`src/hw/rtl/ipv4rt_ram.sv`:
```
// Generic single-write, single-read RAM with registered read data
`timescale 1ns / 1ps
`default_nettype none

module ipv4rt_ram #(
    parameter int WIDTH = 8,
    parameter int DEPTH = 64,
    localparam int AW   = (DEPTH > 1) ? $clog2(DEPTH) : 1
) (
    input  wire logic             clk,
    input  wire logic             we,
    input  wire logic [AW-1:0]    waddr,
    input  wire logic [WIDTH-1:0] wdata,
    input  wire logic             re,
    input  wire logic [AW-1:0]    raddr,
    output logic      [WIDTH-1:0] rdata
);

    logic [WIDTH-1:0] mem [DEPTH];
    logic [WIDTH-1:0] rdata_reg;

    always_ff @(posedge clk)
    begin
        if (we)
        begin
            mem[waddr] <= wdata;
        end
        if (re)
        begin
            rdata_reg <= mem[raddr];
        end
    end

    assign rdata = rdata_reg;

endmodule

`default_nettype wire

```
`config.mk`:
```
export PLATFORM = sky130hd
export DESIGN_NAME = ipv4rt_ram
export DESIGN_NICKNAME = d
export VERILOG_FILES = /design/src/hw/rtl/ipv4rt_ram.sv
export SDC_FILE = /design/constraint.sdc
export NUM_CORES = 1
export LEC_CHECK = 0
export ABC_AREA = 1
export BUFFER_PORTS_ARGS = -buffer_cell sky130_fd_sc_hd__buf_2
export CAP_MARGIN = 20
export CELL_PAD_IN_SITES_DETAIL_PLACEMENT = 1
export CELL_PAD_IN_SITES_GLOBAL_PLACEMENT = 1
export CORE_MARGIN = 2
export CORE_UTILIZATION = 46
export CTS_CLUSTER_DIAMETER = 80
export DETAILED_ROUTE_END_ITERATION = 12
export PLACE_DENSITY = 0.77
export SLEW_MARGIN = 0
export SYNTH_ARGS = -nofsm -noshare
export SYNTH_HDL_FRONTEND = slang
export SYNTH_SLANG_ARGS = --single-unit
```
`constraint.sdc`:
```
create_clock -name clk -period 1.8 [get_ports clk]
set_input_delay 0 -clock clk [delete_from_list [all_inputs] [get_ports clk]]
set_output_delay 0 -clock clk [all_outputs]
set_load 0.05 [all_outputs]
```
==> summary.md <==
| Metric | Value |
|---|---|
| Avg Inst Size Synth | 11.9 um2 |
| Ports | 31 |
| Dpl hpwl | 38.6 mm |
| Crit start category | register |
| Setup violations, final | 0 |
| Post-CTS Setup Bufs | 0 |
| Syn nets | 1828 |
| Clock transition at path regs | 0.06 ns |
| Critical Path End Type | register |
| Yosys top cell area share | 72.9% |
| Final slew viol count | 0 |
| Hold Fails Final Rpt | 0 |
| GR Overflow Total | 0 |
| H-Tree Depth | 2 |
| First-pass GRT wire length | 95.2 mm |
| Yosys Warn Count | 0 |
| Pin count of the biggest net entering global routing | 82 |
| Vias per cell | 5.75 |
| Util after Layout | 53.5% |
| Library cells used by synthesis | 15 |
| Seq cells post-synth | 520 |
| Total Power | 26.7 mW |
| Post-route insts no fill | 2572 |
| Clk_skew | 0.0101 ns |
| Die Y | 220 um |
| Fillers | 4788 |
| Register area | 15600 um2 |
| WP data required | 2.14 ns |
| Post-synth top cells | 648 x nand2_1, 520 x edfxtp_1, 439 x nand3_1 |
| Cell area after synthesis | 21400 um2 |
| Max reg flops | 512 |
| Initial DRC Count | 1310 |
| Area grow syn2layout | 15.4% |
| Vias in the first global route | 15840 |
| Reg-to-reg startpoint | mem[17][4]$_DFFE_PP_ |
| Effective utilization at floorplan | 46.3% |
| Standard-cell rows | 79 |
| Multi-input gate area | 4950 um2 |
| Final nets | 1945 |
| Fmax | 629 MHz |
| Layout cells sized above 1 | 12.2% |
| Routed Antenna Nets | 0 |
| Asr flop ratio synth | 0% |
| Worst-margin pin slew | 1.02 ns |
| Slew headroom | 31.8% |
| Leakage | 9.09 nW |
| Detailed-route via count | 14799 |
| Unrepaired setup endpoints after global routing | false |
| Hold_ws | 0.0478 ns |
| Router iterations before antenna repair | 6 |
| Cells after synthesis | 1805 |
| Post-Place Cells | 2460 |
| PwrDens | 1080 nW/um2 |
| Crit-path max FO | 1 |
| Clock latency at the later pin of the worst-skew pair | 0.60 ns |
| Post-DP Area | 22800 um2 |
| Post-synth EDFFs | 520 |
| Fin area | 24700 um2 |
| GP Congestion | 0.838 |
| Aggregate routed wire length | 63.0 mm |
| DRC | 0 |
| Most common cell in the synthesized netlist | nand2_1 |
| Max Root-Sink Buffers | 3 |
| Crit path from | mem[17][4]$_DFFE_PP_ |
| Initial antenna violation count | 3 |
| MaxCap Viol Count | 0 |
| IO Port Bufs | 30 |
| Clock root buffer | clkbuf_16 |
| Synth area leader | edfxtp_1 |
| CTS buffer count | 55 |
| Worst Hold Class | input pin to register |
| Arr. time, crit path | 1.93 ns |
| Core Area | 46300 um2 |
| Register area share after synthesis | 72.9% |
| Hold Startpoint | raddr[4] |
| CTS tree | done |
| All-Layer GR Usage | 26.7% |
| Status | completed |
| Main synth FF type | edfxtp_1 |
| Min Clock Period, post-route | 1.59 ns |
| VDD IR max | 0.000863 V |
| Die ar. | 48300 um2 |
| Period utilization | 88.3% |
| Clk sink count | 520 |
| Wire per inst | 24.5 um |
| WS Path Type | register to register |
| Die Wd | 220 um |
| Area contributors post-synth | edfxtp_1 73%, nand2_1 11%, nand3_1 10% |
-- power breakdown --
part / switching, mW / internal (mW) / total (mW) / leakage, nW
registers: 0.0407 / 13.4 / 13.5 / 4.69
clock network: 4.67 / 6.73 / 11.4 / 0.877
logic: 1.33 / 0.501 / 1.83 / 3.52
-- what timing repair did --
action,in CTS,in global routing
setup endpoints to repair,0,0
gates resized for setup,0,0
endpoints found under the hold margin,426,0
hold buffers,12,0
-- cells in the final DEF, fill, tap and decap left out, drive strengths merged --
cell	instances
buf	161
bufinv	7
clkbuf	66
clkinv	25
clkinvlp	1
diode	1
dlygate4sd3	12
edfxtp	520
inv	12
nand2	648
nand3	439
nand4	9
nor2	56
nor4	8
-- layer usage --
metal	GRT usage (%)	wire length, um	share of wire, %
met5	0	29	0.046
met4	10.8	2350	3.7
met3	4.73	4320	6.9
met2	45.4	31300	50
met1	34.1	25000	40
-- final cells by class --
class	instances	share of cell area (%)
Timing Repair Buffer	173	6.32
Sequential cell	520	63.1
Tap cell	607	3.07
Antenna cell	1	0.0101
Inverter	12	0.213
Multi-Input combinational cell	1160	20.0
Clock buffer	66	5.90
Clock inverter	33	1.33
-- cell families (layout without fill, tap and decap cells) --
| logic type | after synthesis | after routing | synth area share [%] |
|---|---|---|---|
| buffers and inverters | 125 | 284 | 4.01 |
| DFF | 520 | 520 | 72.9 |
| other | 0 | 1 | 0 |
| and+or+nand+nor | 1160 | 1160 | 23.1 |
-- path summary, 6_finish.rpt --
kind | depth (start not counted) | end | slack (ns)
worst max-delay path | 8 | rdata[4]$_DFFE_PP_ | 0.21
worst min-delay path | 4 | rdata[7]$_DFFE_PP_ | 0.05
worst max register to register | 8 | rdata[4]$_DFFE_PP_ | 0.21
worst min register to register | 8 | rdata[4]$_DFFE_PP_ | 0.92
-- metrics by stage --
stage | worst slack [ns] | TNS [ns]
after CTS | 0.245 | 0
final | 0.211 | 0
after global placement | -0.0483 | -0.121
after floorplan | 0.0339 | 0
after global routing | 0.161 | 0
after detailed placement | -0.0975 | -0.261
-- worst max-delay path, cell delays in order, from the launching register on --
cell and delay, ns:
edfxtp_1 0.35, nand2_1 0.08, nand3_1 0.09, nand3_1 0.10, nand2_1 0.11, nand2_1 0.10
nand3_1 0.16, nand3_1 0.25, nand2_1 0.09
Power figures use the tool's default switching activity.
