<file path="src/hw/rtl/ipv4rt_pkg.sv">
// Types, codes and constants of the IPv4 route table
`timescale 1ns / 1ps
`default_nettype none

package ipv4rt_pkg;

    localparam int TABLE_DEPTH_DEF = 64;
    localparam int IFACE_BITS      = 4;
    localparam int ADDR_W          = 32;
    localparam int FLAG_W          = 8;
    localparam int INDEX_W         = 6;
    localparam int REMOVED_W       = 7;

    localparam logic [FLAG_W-1:0] GW_MASK_RESET = 8'h02;

    typedef enum logic [1:0] {
        CMD_ADD          = 2'd0,
        CMD_LOOKUP_ADDR  = 2'd1,
        CMD_LOOKUP_IFACE = 2'd2,
        CMD_REMOVE       = 2'd3
    } cmd_t;

    typedef enum logic [1:0] {
        STATUS_OK        = 2'd0,
        STATUS_NOT_FOUND = 2'd1,
        STATUS_FULL      = 2'd2
    } status_t;

    typedef struct packed {
        logic [ADDR_W-1:0]     dest;
        logic [ADDR_W-1:0]     gateway;
        logic [ADDR_W-1:0]     mask;
        logic [FLAG_W-1:0]     flags;
        logic [ADDR_W-1:0]     metric;
        logic [IFACE_BITS-1:0] iface;
    } entry_t;

    localparam int ENTRY_W = $bits(entry_t);

    typedef struct packed {
        cmd_t                  cmd;
        logic [ADDR_W-1:0]     address;
        logic [ADDR_W-1:0]     gateway_addr;
        logic [ADDR_W-1:0]     net_mask;
        logic [FLAG_W-1:0]     flags;
        logic [ADDR_W-1:0]     cost;
        logic [IFACE_BITS-1:0] iface;
    } req_t;

    typedef struct packed {
        status_t                status;
        logic [INDEX_W-1:0]     index;
        entry_t                 entry;
        logic [REMOVED_W-1:0]   removed;
    } result_t;

    typedef struct packed {
        logic addr_hit;
        logic iface_hit;
        logic gw_flag;
    } match_t;

endpackage

`default_nettype wire

</file>
<file path="src/hw/rtl/ipv4rt_match.sv">
// Shared compare unit: tests one stored route against the command key
`timescale 1ns / 1ps
`default_nettype none

module ipv4rt_match import ipv4rt_pkg::*; (
    input  wire entry_t                  ent,
    input  wire logic [ADDR_W-1:0]       key_addr,
    input  wire logic [IFACE_BITS-1:0]   key_iface,
    input  wire logic [FLAG_W-1:0]       gw_mask,
    output match_t                       result
);

    always_comb
    begin
        result.addr_hit  = (key_addr & ent.mask) == (ent.dest & ent.mask);
        result.iface_hit = ent.iface == key_iface;
        result.gw_flag   = |(ent.flags & gw_mask);
    end

endmodule

`default_nettype wire

</file>
<file path="config.mk">
export PLATFORM = sky130hd
export DESIGN_NAME = ipv4rt_match
export DESIGN_NICKNAME = d
export VERILOG_FILES = /design/src/hw/rtl/ipv4rt_pkg.sv /design/src/hw/rtl/ipv4rt_match.sv
export SDC_FILE = /design/constraint.sdc
export NUM_CORES = 1
export LEC_CHECK = 0
export BUFFER_PORTS_ARGS = -buffer_cell sky130_fd_sc_hd__buf_4
export CAP_MARGIN = 10
export CORE_AREA = 2 2 71 73
export DETAILED_ROUTE_END_ITERATION = 8
export DIE_AREA = 0 0 73 75
export PLACE_DENSITY = 0.56
export SYNTH_ARGS = -nofsm -noshare
export SYNTH_HDL_FRONTEND = slang
export SYNTH_SLANG_ARGS = --single-unit
</file>
<file path="constraint.sdc">
create_clock -name vclk -period 2.4
set_clock_uncertainty 0.05 [all_clocks]
set_input_delay 0.12 -clock vclk [all_inputs]
set_output_delay 0.12 -clock vclk [all_outputs]
set_load 0.02 [all_outputs]
</file>
==> summary.md <==
| Metric | Value |
|---|---|
| Met2 usage | `between 15 and 20%` |
| Share of layout cells above drive strength 1 | `66.67%` |
| Die area | `approximately 5500 µm²` |
| Routed Antenna Nets | `0` |
| Die X-Extent | `approximately 73 µm` |
| Switching power | `0.06963 mW` |
| CTS resizes | `0` |
| CP required | `approximately 2200 ps` |
| Port bufs | `123` |
| FF/Latch Area | `0 µm²` |
| Setup tns final | `0 ps` |
| Count of flip-flops and latches | `0` |
| Diode count | `0` |
| PwrDens | `about 160 nW/µm²` |
| Netlist cell types | `5` |
| Endpoints failing setup | `0` |
| Peak VDD IR | `slightly above 0.05 mV` |
| Status | `complete, no violations` |
| Mapped Area | `~520 µm²` |
| DRT Pass-1 Iters | `4` |
| Gate power share | `between 90% and 100%` |
| Register area share after synthesis | `0%` |
| Post-Syn Nets | `between 200 and 250` |
| Iter 0 DRT Violations | `8` |
| Busiest grt layer | `met2` |
| Fin crit period | `1389 ps` |
| NumNets Final | `between 300 and 400` |
| Hpwl dp | `approximately 2400 µm` |
| Crit path max fanout | `1` |
| Largest net degree at the start of global routing | `2` |
| Final number of hold-violating endpoints | `0` |
| Max-slew violations | `0` |
| Max-cap violations | `0` |
| First-pass GRT wire length | `approximately 3400 µm` |
| Pin slew with the least headroom to its limit | `~250 ps` |
| Worst Setup End Kind | `primary output` |
| Setup CP Type | `input port to primary output` |
| Cell mode on critical path | `buf_4` |
| Setup crit start | `key_addr[29]` |
| Slowest cell delay on critical path | `310 ps` |
| DRC | `0` |
| Critical path destination | `result[2]` |
| Postcts setup bufs | `0` |
| HP Class | `input port to primary output` |
| Yosys warnings | `0` |
| Core area | `~4700 µm²` |
| P_int | `between 0.15 and 0.2 mW` |
| Via count | `between 900 and 1k` |
| Cells after Synth | `between 60 and 70` |
| I/O Pins | `around 190` |
| Seq pwr share | `0%` |
| Syn_area_per_cell | `around 8 µm²` |
| Clock power frac | `0%` |
| Initial antenna violation count | `0` |
| CP Cell Sequence | `buf_4 -> xor2_1 -> a22oi_1 -> nand4_1 -> nor4_2 -> buf_4` |
| Fmax | `719.8 MHz` |
| Lkg Pwr | `~0.8 nW` |
| GP Congestion | `0.6705` |
| M3 GR Usage | `approximately 2.8%` |
| Period utilisation layout | `just under 60%` |
| Slowest CP cell | `nor4_2` |
| Number of global-route vias before repair | `~860` |
| Starting density of the core | `between 10% and 20%` |
| CLK BUF | `0` |
| Critical path launch point type | `input port` |
| # rows | `25` |
| DR WL/cell | `approximately 11 µm` |
| Switching Share | `29.33%` |
| Tot GR Track Use | `roughly 7.5%` |
| Arr. time, crit path | `around 1200 ps` |
| Via density | `~3.9` |
| RSZ-0062 raised after global routing | `no` |
| Final instance area | `~1500 µm²` |
| P&R area growth vs syn | `192.2%` |
| WL final | `~2600 µm` |
| GR Layer Usage met1 | `~7.7%` |
| Hold Buf Count CTS | `0` |
| Die Y | `~75 µm` |
| WHS | `roughly 510 ps` |
| Cell Area, Placed | `between 1500 and 2000 µm²` |
| Grt ovf | `0` |
| Slew margin rel. | `83.03%` |
==> cell usage after synthesis <==
master,instances,share of area (%)
a22oi_1,20,29
nand4_1,5,6.1
nor4_1,1,1.2
xor2_1,36,61
nor4_2,1,2.4
==> final cells by class <==
cell class	count	area (µm²)
fill	511	3154
tap	54	67.56
multi-input combinational	63	515.5
timing repair buffer	123	923.4
==> logic make-up after synthesis <==
kind of cell	Yosys count	share of synthesized area (%)
XOR/XNOR	36	61.16
AO/OA/AOI/OAI	20	29.13
AND/OR/NAND/NOR	7	9.709
==> worst min path at each step <==
stage	startpoint	to	slack (ps)	cells past startpoint
after CTS	gw_mask[6]	result[0]	520	4
final	gw_mask[6]	result[0]	510	4
after global placement	gw_mask[6]	result[0]	520	4
after floorplan	ent[64]	result[2]	380	3
after detailed placement	gw_mask[6]	result[0]	520	4
after global routing	gw_mask[6]	result[0]	540	4
==> through the flow <==
step | instances | total power, mW | utilization [%] | setup slack, ps
6_report | 240 | 0.2374 | 32.32 | 1011
5_1_grt | 240 | 0.2596 | 32.32 | 848.1
4_1_cts | 240 | 0.2414 | 32.32 | 969.5
3_5_place_dp | 240 | 0.2405 | 32.32 | 969.5
3_3_place_gp | 240 | 0.2384 | 32.32 | 1005
2_1_floorplan | 63 | 0.06914 | - | 1154
==> power by group through the flow <==
| stage | Combinational (mW) | Clock (mW) | Sequential, mW |
|---|---|---|---|
| after floorplan | 0.0691 | 0 | 0 |
| after global placement | 0.238 | 0 | 0 |
| after detailed placement | 0.241 | 0 | 0 |
| after CTS | 0.241 | 0 | 0 |
| after global routing | 0.260 | 0 | 0 |
| final | 0.237 | 0 | 0 |
==> placed cells by master, fill, tap and decap left out <==
cell type	synthesis	layout
xor2_1	36	36
nor4_2	1	1
buf_4	0	123
a22oi_1	20	20
nor4_1	1	1
nand4_1	5	5
==> routing by layer <==
metal / part of all wire [%] / wire length, µm
met1: 31 / 787
met2: 54 / 1370
met5: 0 / 0
met4: 0 / 0
met3: 16 / 401
==> worst max-delay path: cells and delay by family <==
| kind | cells | cell delay, ps |
|---|---|---|
| AO/OA/AOI/OAI | 1 | 200 |
| XOR/XNOR | 1 | 140 |
| buffers and inverters | 2 | 300 |
| AND/OR/NAND/NOR | 2 | 460 |
(Power assumes the default switching activity.)
