File: config.mk
export PLATFORM = sky130hd
export DESIGN_NAME = ipv4rt_seq
export DESIGN_NICKNAME = d
export VERILOG_FILES = /design/src/hw/rtl/ipv4rt_pkg.sv /design/src/hw/rtl/ipv4rt_seq.sv
export SDC_FILE = /design/constraint.sdc
export NUM_CORES = 1
export LEC_CHECK = 0
export ABC_CLOCK_PERIOD_IN_PS = 25600
export BUFFER_PORTS_ARGS = -buffer_cell sky130_fd_sc_hd__buf_2
export CAP_MARGIN = 5
export CORE_MARGIN = 2
export CORE_UTILIZATION = 25
export DETAILED_ROUTE_END_ITERATION = 7
export PLACE_DENSITY_LB_ADDON = 0.15
export SYNTH_ARGS = -nofsm -noshare
export SYNTH_HDL_FRONTEND = slang
export SYNTH_SLANG_ARGS = --single-unit
File: constraint.sdc
create_clock -name clk -period 25.6 [get_ports clk]
set_input_delay 5.12 -clock clk [delete_from_list [all_inputs] [get_ports clk]]
set_output_delay 5.12 -clock clk [all_outputs]
set_load 0.01 [all_outputs]
File: src/hw/rtl/ipv4rt_pkg.sv
// Types, codes and constants of the IPv4 route table
`timescale 1ns / 1ps
`default_nettype none

package ipv4rt_pkg;

    localparam int TABLE_DEPTH_DEF = 64;
    localparam int IFACE_BITS      = 4;
    localparam int ADDR_W          = 32;
    localparam int FLAG_W          = 8;
    localparam int INDEX_W         = 6;
    localparam int REMOVED_W       = 7;

    localparam logic [FLAG_W-1:0] GW_MASK_RESET = 8'h02;

    typedef enum logic [1:0] {
        CMD_ADD          = 2'd0,
        CMD_LOOKUP_ADDR  = 2'd1,
        CMD_LOOKUP_IFACE = 2'd2,
        CMD_REMOVE       = 2'd3
    } cmd_t;

    typedef enum logic [1:0] {
        STATUS_OK        = 2'd0,
        STATUS_NOT_FOUND = 2'd1,
        STATUS_FULL      = 2'd2
    } status_t;

    typedef struct packed {
        logic [ADDR_W-1:0]     dest;
        logic [ADDR_W-1:0]     gateway;
        logic [ADDR_W-1:0]     mask;
        logic [FLAG_W-1:0]     flags;
        logic [ADDR_W-1:0]     metric;
        logic [IFACE_BITS-1:0] iface;
    } entry_t;

    localparam int ENTRY_W = $bits(entry_t);

    typedef struct packed {
        cmd_t                  cmd;
        logic [ADDR_W-1:0]     address;
        logic [ADDR_W-1:0]     gateway_addr;
        logic [ADDR_W-1:0]     net_mask;
        logic [FLAG_W-1:0]     flags;
        logic [ADDR_W-1:0]     cost;
        logic [IFACE_BITS-1:0] iface;
    } req_t;

    typedef struct packed {
        status_t                status;
        logic [INDEX_W-1:0]     index;
        entry_t                 entry;
        logic [REMOVED_W-1:0]   removed;
    } result_t;

    typedef struct packed {
        logic addr_hit;
        logic iface_hit;
        logic gw_flag;
    } match_t;

endpackage

`default_nettype wire

File: src/hw/rtl/ipv4rt_seq.sv
// Command sequencer: append, table scan, compaction and result register
`timescale 1ns / 1ps
`default_nettype none

module ipv4rt_seq import ipv4rt_pkg::*; #(
    parameter int TABLE_DEPTH = TABLE_DEPTH_DEF,
    localparam int AW = (TABLE_DEPTH > 1) ? $clog2(TABLE_DEPTH) : 1
) (
    input  wire logic                    clk,
    input  wire logic                    rst_n,
    input  wire logic                    req_valid,
    output logic                         req_ready,
    input  wire req_t                    req,
    output logic                         res_valid,
    input  wire logic                    res_ready,
    output result_t                      res,
    output logic                         ram_we,
    output logic [AW-1:0]                ram_waddr,
    output entry_t                       ram_wdata,
    output logic                         ram_re,
    output logic [AW-1:0]                ram_raddr,
    input  wire entry_t                  ram_rdata,
    output logic [ADDR_W-1:0]            key_addr,
    output logic [IFACE_BITS-1:0]        key_iface,
    input  wire match_t                  mt
);

    localparam int CW = $clog2(TABLE_DEPTH + 1);

    typedef enum logic [2:0] {
        S_IDLE = 3'b001,
        S_SCAN = 3'b010,
        S_DONE = 3'b100
    } state_t;

    state_t                state_reg, state_next;
    logic [CW-1:0]         count_reg, count_next;
    logic [CW-1:0]         rd_ptr_reg, rd_ptr_next;
    logic                  dv_reg, dv_next;
    logic [CW-1:0]         keep_reg, keep_next;
    logic [CW-1:0]         removed_reg, removed_next;
    logic                  have_gw_reg, have_gw_next;
    logic                  out_valid_reg, out_valid_next;

    cmd_t                  cmd_reg, cmd_next;
    logic [ADDR_W-1:0]     addr_reg, addr_next;
    logic [IFACE_BITS-1:0] iface_reg, iface_next;
    logic [CW-1:0]         cmp_idx_reg, cmp_idx_next;
    logic [CW-1:0]         gw_idx_reg, gw_idx_next;
    entry_t                gw_ent_reg, gw_ent_next;
    result_t               pend_reg, pend_next;
    result_t               out_res_reg, out_res_next;

    logic   accept;
    logic   full;
    logic   scanning;
    logic   more;
    logic   hit_now;
    logic   issue;
    logic   scan_end;
    entry_t new_ent;

    assign req_ready = state_reg == S_IDLE;
    assign accept    = req_valid && req_ready;
    assign full      = count_reg == CW'(TABLE_DEPTH);
    assign scanning  = state_reg == S_SCAN;
    assign more      = rd_ptr_reg < count_reg;
    assign hit_now   = dv_reg
                       && ((cmd_reg == CMD_LOOKUP_ADDR && mt.addr_hit)
                           || (cmd_reg == CMD_LOOKUP_IFACE && mt.iface_hit));
    assign issue     = scanning && more && !hit_now;
    assign scan_end  = scanning && !dv_reg && !more;

    always_comb
    begin
        new_ent.dest    = req.address;
        new_ent.gateway = req.gateway_addr;
        new_ent.mask    = req.net_mask;
        new_ent.flags   = req.flags;
        new_ent.metric  = req.cost;
        new_ent.iface   = req.iface;
    end

    assign ram_re    = issue;
    assign ram_raddr = rd_ptr_reg[AW-1:0];
    assign ram_we    = (accept && req.cmd == CMD_ADD && !full)
                       || (scanning && dv_reg && cmd_reg == CMD_REMOVE && !mt.iface_hit);
    assign ram_waddr = accept ? count_reg[AW-1:0] : keep_reg[AW-1:0];
    assign ram_wdata = accept ? new_ent : ram_rdata;

    assign key_addr  = addr_reg;
    assign key_iface = iface_reg;

    assign res_valid = out_valid_reg;
    assign res       = out_res_reg;

    always_comb
    begin
        state_next     = state_reg;
        count_next     = count_reg;
        rd_ptr_next    = rd_ptr_reg;
        dv_next        = issue;
        keep_next      = keep_reg;
        removed_next   = removed_reg;
        have_gw_next   = have_gw_reg;
        out_valid_next = out_valid_reg;
        cmd_next       = cmd_reg;
        addr_next      = addr_reg;
        iface_next     = iface_reg;
        cmp_idx_next   = issue ? rd_ptr_reg : cmp_idx_reg;
        gw_idx_next    = gw_idx_reg;
        gw_ent_next    = gw_ent_reg;
        pend_next      = pend_reg;
        out_res_next   = out_res_reg;

        if (res_ready)
        begin
            out_valid_next = 1'b0;
        end

        case (state_reg)
            S_IDLE:
            begin
                if (accept)
                begin
                    cmd_next     = req.cmd;
                    addr_next    = req.address;
                    iface_next   = req.iface;
                    rd_ptr_next  = '0;
                    keep_next    = '0;
                    removed_next = '0;
                    have_gw_next = 1'b0;
                    pend_next    = '0;
                    if (req.cmd == CMD_ADD)
                    begin
                        if (full)
                        begin
                            pend_next.status = STATUS_FULL;
                        end
                        else
                        begin
                            pend_next.status = STATUS_OK;
                            pend_next.index  = INDEX_W'(count_reg);
                            pend_next.entry  = new_ent;
                            count_next       = count_reg + 1'b1;
                        end
                        state_next = S_DONE;
                    end
                    else
                    begin
                        state_next = S_SCAN;
                    end
                end
            end

            S_SCAN:
            begin
                if (issue)
                begin
                    rd_ptr_next = rd_ptr_reg + 1'b1;
                end
                if (dv_reg)
                begin
                    case (cmd_reg)
                        CMD_REMOVE:
                        begin
                            if (mt.iface_hit)
                            begin
                                removed_next = removed_reg + 1'b1;
                            end
                            else
                            begin
                                keep_next = keep_reg + 1'b1;
                            end
                        end
                        CMD_LOOKUP_ADDR:
                        begin
                            if (!mt.addr_hit && !have_gw_reg && mt.gw_flag)
                            begin
                                have_gw_next = 1'b1;
                                gw_idx_next  = cmp_idx_reg;
                                gw_ent_next  = ram_rdata;
                            end
                        end
                        default:
                        begin
                        end
                    endcase
                end
                if (hit_now)
                begin
                    pend_next        = '0;
                    pend_next.status = STATUS_OK;
                    pend_next.index  = INDEX_W'(cmp_idx_reg);
                    pend_next.entry  = ram_rdata;
                    state_next       = S_DONE;
                end
                else if (scan_end)
                begin
                    pend_next = '0;
                    case (cmd_reg)
                        CMD_REMOVE:
                        begin
                            count_next        = keep_reg;
                            pend_next.status  = STATUS_OK;
                            pend_next.removed = REMOVED_W'(removed_reg);
                        end
                        CMD_LOOKUP_ADDR:
                        begin
                            if (have_gw_reg)
                            begin
                                pend_next.status = STATUS_OK;
                                pend_next.index  = INDEX_W'(gw_idx_reg);
                                pend_next.entry  = gw_ent_reg;
                            end
                            else
                            begin
                                pend_next.status = STATUS_NOT_FOUND;
                            end
                        end
                        default:
                        begin
                            pend_next.status = STATUS_NOT_FOUND;
                        end
                    endcase
                    state_next = S_DONE;
                end
            end

            S_DONE:
            begin
                if (!out_valid_reg || res_ready)
                begin
                    out_valid_next = 1'b1;
                    out_res_next   = pend_reg;
                    state_next     = S_IDLE;
                end
            end

            default:
            begin
                state_next = S_IDLE;
            end
        endcase
    end

    always_ff @(posedge clk or negedge rst_n)
    begin
        if (!rst_n)
        begin
            state_reg     <= S_IDLE;
            count_reg     <= '0;
            rd_ptr_reg    <= '0;
            dv_reg        <= 1'b0;
            keep_reg      <= '0;
            removed_reg   <= '0;
            have_gw_reg   <= 1'b0;
            out_valid_reg <= 1'b0;
        end
        else
        begin
            state_reg     <= state_next;
            count_reg     <= count_next;
            rd_ptr_reg    <= rd_ptr_next;
            dv_reg        <= dv_next;
            keep_reg      <= keep_next;
            removed_reg   <= removed_next;
            have_gw_reg   <= have_gw_next;
            out_valid_reg <= out_valid_next;
        end
    end

    always_ff @(posedge clk)
    begin
        cmd_reg     <= cmd_next;
        addr_reg    <= addr_next;
        iface_reg   <= iface_next;
        cmp_idx_reg <= cmp_idx_next;
        gw_idx_reg  <= gw_idx_next;
        gw_ent_reg  <= gw_ent_next;
        pend_reg    <= pend_next;
        out_res_reg <= out_res_next;
    end

endmodule

`default_nettype wire

==> results of run 1 <==
worst max-delay path: stages:
cell     delay, ps
buf_2          130
nand2_4        250
inv_6          740
buf_4          860
nand2_1        110
nand2_1        100
buf_2          130
synthesized netlist by cell type (2+ instances only):
| cell | n | area share, % |
|---|---|---|
| and3_1 | 6 | 0.18 |
| xor2_1 | 10 | 0.41 |
| dfrtp_1 | 33 | 3.9 |
| nor3_1 | 2 | 0.047 |
| mux2i_1 | 7 | 0.33 |
| nor2_4 | 2 | 0.11 |
| inv_1 | 158 | 2.8 |
| buf_2 | 34 | 0.80 |
| a211o_1 | 2 | 0.082 |
| a222oi_1 | 146 | 6.9 |
| a21oi_1 | 10 | 0.23 |
| o41ai_1 | 2 | 0.082 |
| nand4_1 | 7 | 0.21 |
| nand2_1 | 451 | 7.9 |
| buf_4 | 10 | 0.35 |
| o21ai_0 | 19 | 0.45 |
| nor2b_1 | 5 | 0.15 |
| nand3b_1 | 4 | 0.14 |
| nand2b_1 | 7 | 0.21 |
| edfxtp_1 | 500 | 70 |
| clkbuf_1 | 27 | 0.48 |
| nor2_1 | 24 | 0.42 |
| ha_1 | 11 | 0.65 |
| o22ai_1 | 4 | 0.12 |
| and2_1 | 8 | 0.23 |
| a31oi_1 | 3 | 0.088 |
| nor3_2 | 2 | 0.094 |
| buf_6 | 22 | 1.2 |
| nand3_1 | 7 | 0.16 |
| a22oi_1 | 3 | 0.11 |
where the power goes:
part / switching [mW] / leakage [nW] / internal [mW] / total [mW]
combinational: 0.410 / 6.06 / 0.175 / 0.585
clock: 0.360 / 0.942 / 0.495 / 0.856
sequential: 0.0475 / 5.09 / 1.17 / 1.21
total: 0.818 / 12.1 / 1.84 / 2.65
per-layer routing:
metal / up-vias / part of all wire, % / global-route usage [%]
met5: - / 0 / 0
met4: 0 / 2.8 / 4.87
met3: 103 / 5.4 / 2.03
met2: 520 / 52 / 26.1
met1: 7478 / 40 / 18.3
li1: 6940 / - / -
area by class of cell:
type / count / area, sq um
Timing Repair Buffer: 653 / 3310
Multi-Input combinational cell: 758 / 4310
Tap cell: 1144 / 1430
Sequential cell: 534 / 15900
Clock buffer: 75 / 1610
Inverter: 159 / 602
Clock inverter: 39 / 342
Antenna cell: 1 / 2.50
Fill cell: 8625 / 57400
layout by cell type (no fill, tap or decap), drive strengths merged, types with 5 or more instances in the layout:
cell / netlist / final
a21oi: 10 / 10
a222oi: 146 / 146
and2: 8 / 8
and3: 6 / 6
buf: 66 / 653
bufinv: 0 / 5
clkbuf: 27 / 75
clkinv: 0 / 24
clkinvlp: 0 / 8
dfrtp: 33 / 33
edfxtp: 500 / 500
ha: 11 / 11
inv: 159 / 161
mux2i: 7 / 7
nand2: 451 / 451
nand2b: 7 / 7
nand3: 7 / 7
nand4: 7 / 7
nor2: 26 / 26
nor2b: 5 / 5
o21ai: 20 / 20
xor2: 10 / 10
metrics by stage:
| step | util [%] | cells |
|---|---|---|
| floorplan | - | 1544 |
| global placement | 30.1 | 3248 |
| detailed placement | 30.1 | 3248 |
| CTS | 32.4 | 3362 |
| global route | 32.4 | 3362 |
| finish | 32.4 | 3363 |
path summary, 6_finish.rpt:
check | cells after the start | endpoint | slack [ps] | startpoint
max | 7 | ram_wdata[104] | 12860 | req_valid
min | 0 | res[8] | 410 | pend_reg[8]
max reg2reg | 9 | pend_reg[87] | 21500 | count_reg[2]
min reg2reg | 0 | res[8] | 410 | pend_reg[8]
max in group asynchronous | 1 | removed_reg[1] | 20420 | rst_n
min in group asynchronous | 1 | rd_ptr_reg[5] | 4620 | rst_n
logic make-up after synthesis:
| kind of cell | share of synthesized area, % |
|---|---|
| fa+ha+maj | 0.646 |
| mux | 0.329 |
| compound gates | 8.31 |
| buf+inv | 5.59 |
| flops | 74.4 |
| xor+xnor | 0.411 |
| simple gates | 10.3 |
==> results.yml, run 1 <==
cts:
  clk_path_buf_depth: 3
  cts_buffers: 60
  cts_hold_buf: 0
  cts.sinks: 534
  cts_tree: "done"
  h-tree-depth: 2
  post_cts_buffers: 0
  clock_latency_ps: 620
  post_cts_resized: 0
  clk_pin_slew_ps: 60
  cts-root-buf: "clkbuf_16"
cells_and_area:
  area_growth_pct: 28.9
  final_area_sq_um: 27500
  layout-drive-gt1-share_pct: 34.4
  num-nets-final: 2466
power:
  power.density_nw_per_um2: 96.6
  worst_ir_drop_vdd_v: 0.0000608
  total_power_mw: 2.65
  p_leak_nw: 12.1
global_routing:
  grt_start_max_net_pins: 108
  overflow: 0
  grt_pass1_wl_mm: 96.7
  grt_usage_pct: 14.7
  grt_pass1_vias: 14500
  antenna_found_initial: 4
timing:
  hold-worst-slack_ps: 410
  finClkSkew_ps: 21.1
  worst_slack_ps: 12860
  slew_violations: 0
  setup_violations: 0
  fin_crit_sh_pct: 49.8
  finalHoldViolCount: 0
  rsz0062_at_grt: "false"
  tns_ps: 0
  slew_headroom_pct: 28.0
  tightest_slew_ps: 1080
  fin_crit_ps: 12740
  max_freq_mhz: 78.5
worst_setup_path:
  cp_max_fo: 107
  crit_type: "in2out"
  critPathLaunchType: "primary input"
  arrival_ps: 7620
  crit_required_ps: 20480
  end_kind: "output pin"
min_path:
  holdCritPathClass: "reg2reg"
logic_synthesis:
  synth_edf_count: 500
  post_synth.cell_area_avg_sq_um: 13.8
  ys_seq_area_share_pct: 74.4
  yosys_warnings: 0
  synthDistinctLibCells: 48
  async_flop_share_pct: 6.37
  ys.flop_type: "edfxtp_1"
  mappedNetlistArea_sq_um: 21300
  syn-num-nets: 1844
  synth_cells: 1544
  ys_ff_latch: 534
routing:
  vias: 15000
  dr.first_iter.drc_count: 1484
  wl_mm: 68.7
  wire_per_inst_microns: 20.4
  first_pass_iters: 8
  viasPerCell: 4.47
  antenna_left: 0
  drc_errors: 3
die:
  chipWidth_microns: 296
  row_count: 107
  fp.dieArea_sq_um: 87600
  start_util_pct: 25.1
  core_sq_um: 84900
  die_h_microns: 296
  io-pin-count: 636
run_status:
  status: "finished, violations left"
  violations: "design-rule violations"
flow_run:
  maxCapViolations: 0
place:
  place_area_sq_um: 25500
  dp_hpwl_mm: 47.2
  dp_slack_ps: 12830
  io_buffers: 635
  gp_congestion: 0.833
Power figures use the tool's default switching activity.
==> inputs of run 2 (changes only) <==
--- a/config.mk
+++ b/config.mk
@@ -5,7 +5,7 @@
 export SDC_FILE = /design/constraint.sdc
 export NUM_CORES = 1
 export LEC_CHECK = 0
-export ABC_CLOCK_PERIOD_IN_PS = 25600
+export ABC_CLOCK_PERIOD_IN_PS = 10290
 export BUFFER_PORTS_ARGS = -buffer_cell sky130_fd_sc_hd__buf_2
 export CAP_MARGIN = 5
 export CORE_MARGIN = 2
==> constraint.sdc (replaced) <==
create_clock -name clk -period 10.29 [get_ports clk]
set_input_delay 2.058 -clock clk [delete_from_list [all_inputs] [get_ports clk]]
set_output_delay 2.058 -clock clk [all_outputs]
set_load 0.01 [all_outputs]
==> run 2 against run 1 <==
Against the previous run:
- non-clock buffer count shrank 3
- critical endpoint is now ram_wdata[67]
- largest power group unchanged
- the run still ends with design-rule violations left
- die area did not move
- clock power rose to 2.5 times the previous value
- critical path type unchanged
- first-iteration DRC count down 7.3%
- wire length rose by 0.62%
- sequential power increased by 150%
- critical path depth is the same
==> results.yml, run 2 (synthesis results as in run 1) <==
global_routing:
  grt_pass1_vias: 14500
  grt_start_max_net_pins: 149
  antenna_found_initial: 0
  grt_pass1_wl_mm: 97.2
  overflow: 0
  grt_usage_pct: 14.8
place:
  dp_slack_ps: 4440
  dp_hpwl_mm: 47.8
  io_buffers: 635
  place_area_sq_um: 25500
  gp_congestion: 0.842
cells_and_area:
  layout-drive-gt1-share_pct: 33.8
  final_area_sq_um: 27500
  area.sequential_sq_um: 15900
  multi_input_area_sq_um: 4310
  fin_util_pct: 32.4
  layout_common_cells: "buf_2 (635), edfxtp_1 (500), nand2_1 (450)"
  area_growth_pct: 29.1
  num-nets-final: 2462
  nFillCells: 8641
  layout_commonest_cell: "buf_2"
timing:
  finalHoldViolCount: 0
  max_freq_mhz: 170
  tightest_slew_ps: 1050
  rsz0062_at_grt: "false"
  setup_violations: 0
  fin_crit_ps: 5890
  fin_crit_sh_pct: 57.2
  finClkSkew_ps: 17.0
  slew_headroom_pct: 30.1
  tns_ps: 0
  slew_violations: 0
  worst_slack_ps: 4400
worst_setup_path:
  r2r_setup_slack_ps: 6760
  crit_type: "in2out"
  end_kind: "output pin"
  rr_endpoint: "gw_ent_reg[7]"
  arrival_ps: 3830
  r2r_start: "state_reg[2]"
  critPathLaunchType: "primary input"
  cp_max_fo: 110
  reg2reg_depth: 5
  crit_required_ps: 8230
power:
  p_int_mw: 4.65
  p_leak_nw: 12.1
  net-switching-power_mw: 1.99
  worst_ir_drop_vdd_v: 0.000562
  power.density_nw_per_um2: 241
  clockPowerShare_pct: 32.7
  power_switching_share_pct: 29.9
  pwr-share-comb_pct: 22.0
  pwr-share-seq_pct: 45.4
cts:
  post_cts_resized: 0
  cts_hold_buf: 0
  post_cts_buffers: 0
  cts-root-buf: "clkbuf_16"
  clk_pin_slew_ps: 60
  clk_path_buf_depth: 3
  cts_buffers: 59
  h-tree-depth: 2
  clock_latency_ps: 600
  cts_tree: "done"
  cts.sinks: 534
routing:
  vias: 15200
  wl_mm: 69.1
  drc_errors: 9
  first_pass_iters: 8
  wire_per_inst_microns: 20.6
  viasPerCell: 4.52
  antenna_left: 0
  dr.first_iter.drc_count: 1376
die:
  row_count: 107
  start_util_pct: 25.1
  io-pin-count: 636
  die_h_microns: 296
  chipWidth_microns: 296
  core_sq_um: 84900
  fp.dieArea_sq_um: 87600
min_path:
  min-delay-start: "pend_reg[66]"
  holdCritPathClass: "reg2reg"
  whs_endpoint: "res[66]"
  hold_path_depth: 0
run_status:
  status: "finished, violations left"
  violations: "design-rule violations"
flow_run:
  maxCapViolations: 0
==> run 2: cell count changes in the layout (fill, tap and decap cells not counted), sizes merged <==
cell,delta
bufinv,+3
buf,-3
inv,-2
clkinv,-3
clkbuf,+4
clkinvlp,-6
==> run 2: power groups by stage <==
| stage | registers, mW | clock network, mW | logic, mW |
|---|---|---|---|
| detailed placement | 3.06 | 0 | 1.49 |
| floorplan | 3.13 | 0 | 0.778 |
| finish | 3.01 | 2.17 | 1.46 |
| global route | 3.05 | 2.33 | 1.61 |
| CTS | 3.02 | 2.25 | 1.49 |
| global placement | 3.05 | 0 | 1.48 |
==> run 2: cell type report <==
| type | instances | share of cell area, % |
|---|---|---|
| Antenna cell | 1 | 0.00909 |
| Clock buffer | 79 | 5.98 |
| Sequential cell | 534 | 57.7 |
| Multi-Input combinational cell | 758 | 15.7 |
| Clock inverter | 31 | 1.25 |
| Inverter | 159 | 2.19 |
| Timing Repair Buffer | 650 | 12.1 |
| Tap cell | 1144 | 5.20 |
==> run 2: worst max-delay path by stage <==
| stage | end | slack [ps] | startpoint | cells after the start |
|---|---|---|---|---|
| after floorplan | gw_ent_reg[0] | 3030 | mt[0] | 1 |
| after global placement | ram_wdata[0] | 4510 | req_valid | 7 |
| after detailed placement | ram_wdata[91] | 4440 | req_valid | 7 |
| after CTS | ram_wdata[91] | 4430 | req_valid | 7 |
| after global routing | ram_wdata[9] | 4240 | req_valid | 7 |
| final | ram_wdata[67] | 4400 | req_valid | 7 |
==> run 2: routing by layer <==
metal / track usage (%) / vias up / routed length [microns]
met5: 0 / - / 0
met3: 2.73 / 125 / 4050
li1: - / 6930 / -
met4: 5.65 / 0 / 2470
met2: 26.1 / 563 / 35500
met1: 18.0 / 7542 / 27200
==> run 2: worst max-delay path: stages <==
cell and delay, ps:
buf_2 130, nand2_4 140, inv_6 550, buf_12 440
nand2_1 120, nand2_1 90, buf_2 130
==> run 2: stage by stage <==
step	total power, mW	std cells	hold WS, ps
final	6.64	3356	413
after global routing	6.98	3355	415
after CTS	6.76	3355	415
after detailed placement	4.55	3245	405
after global placement	4.53	3245	400
after floorplan	3.90	1544	400
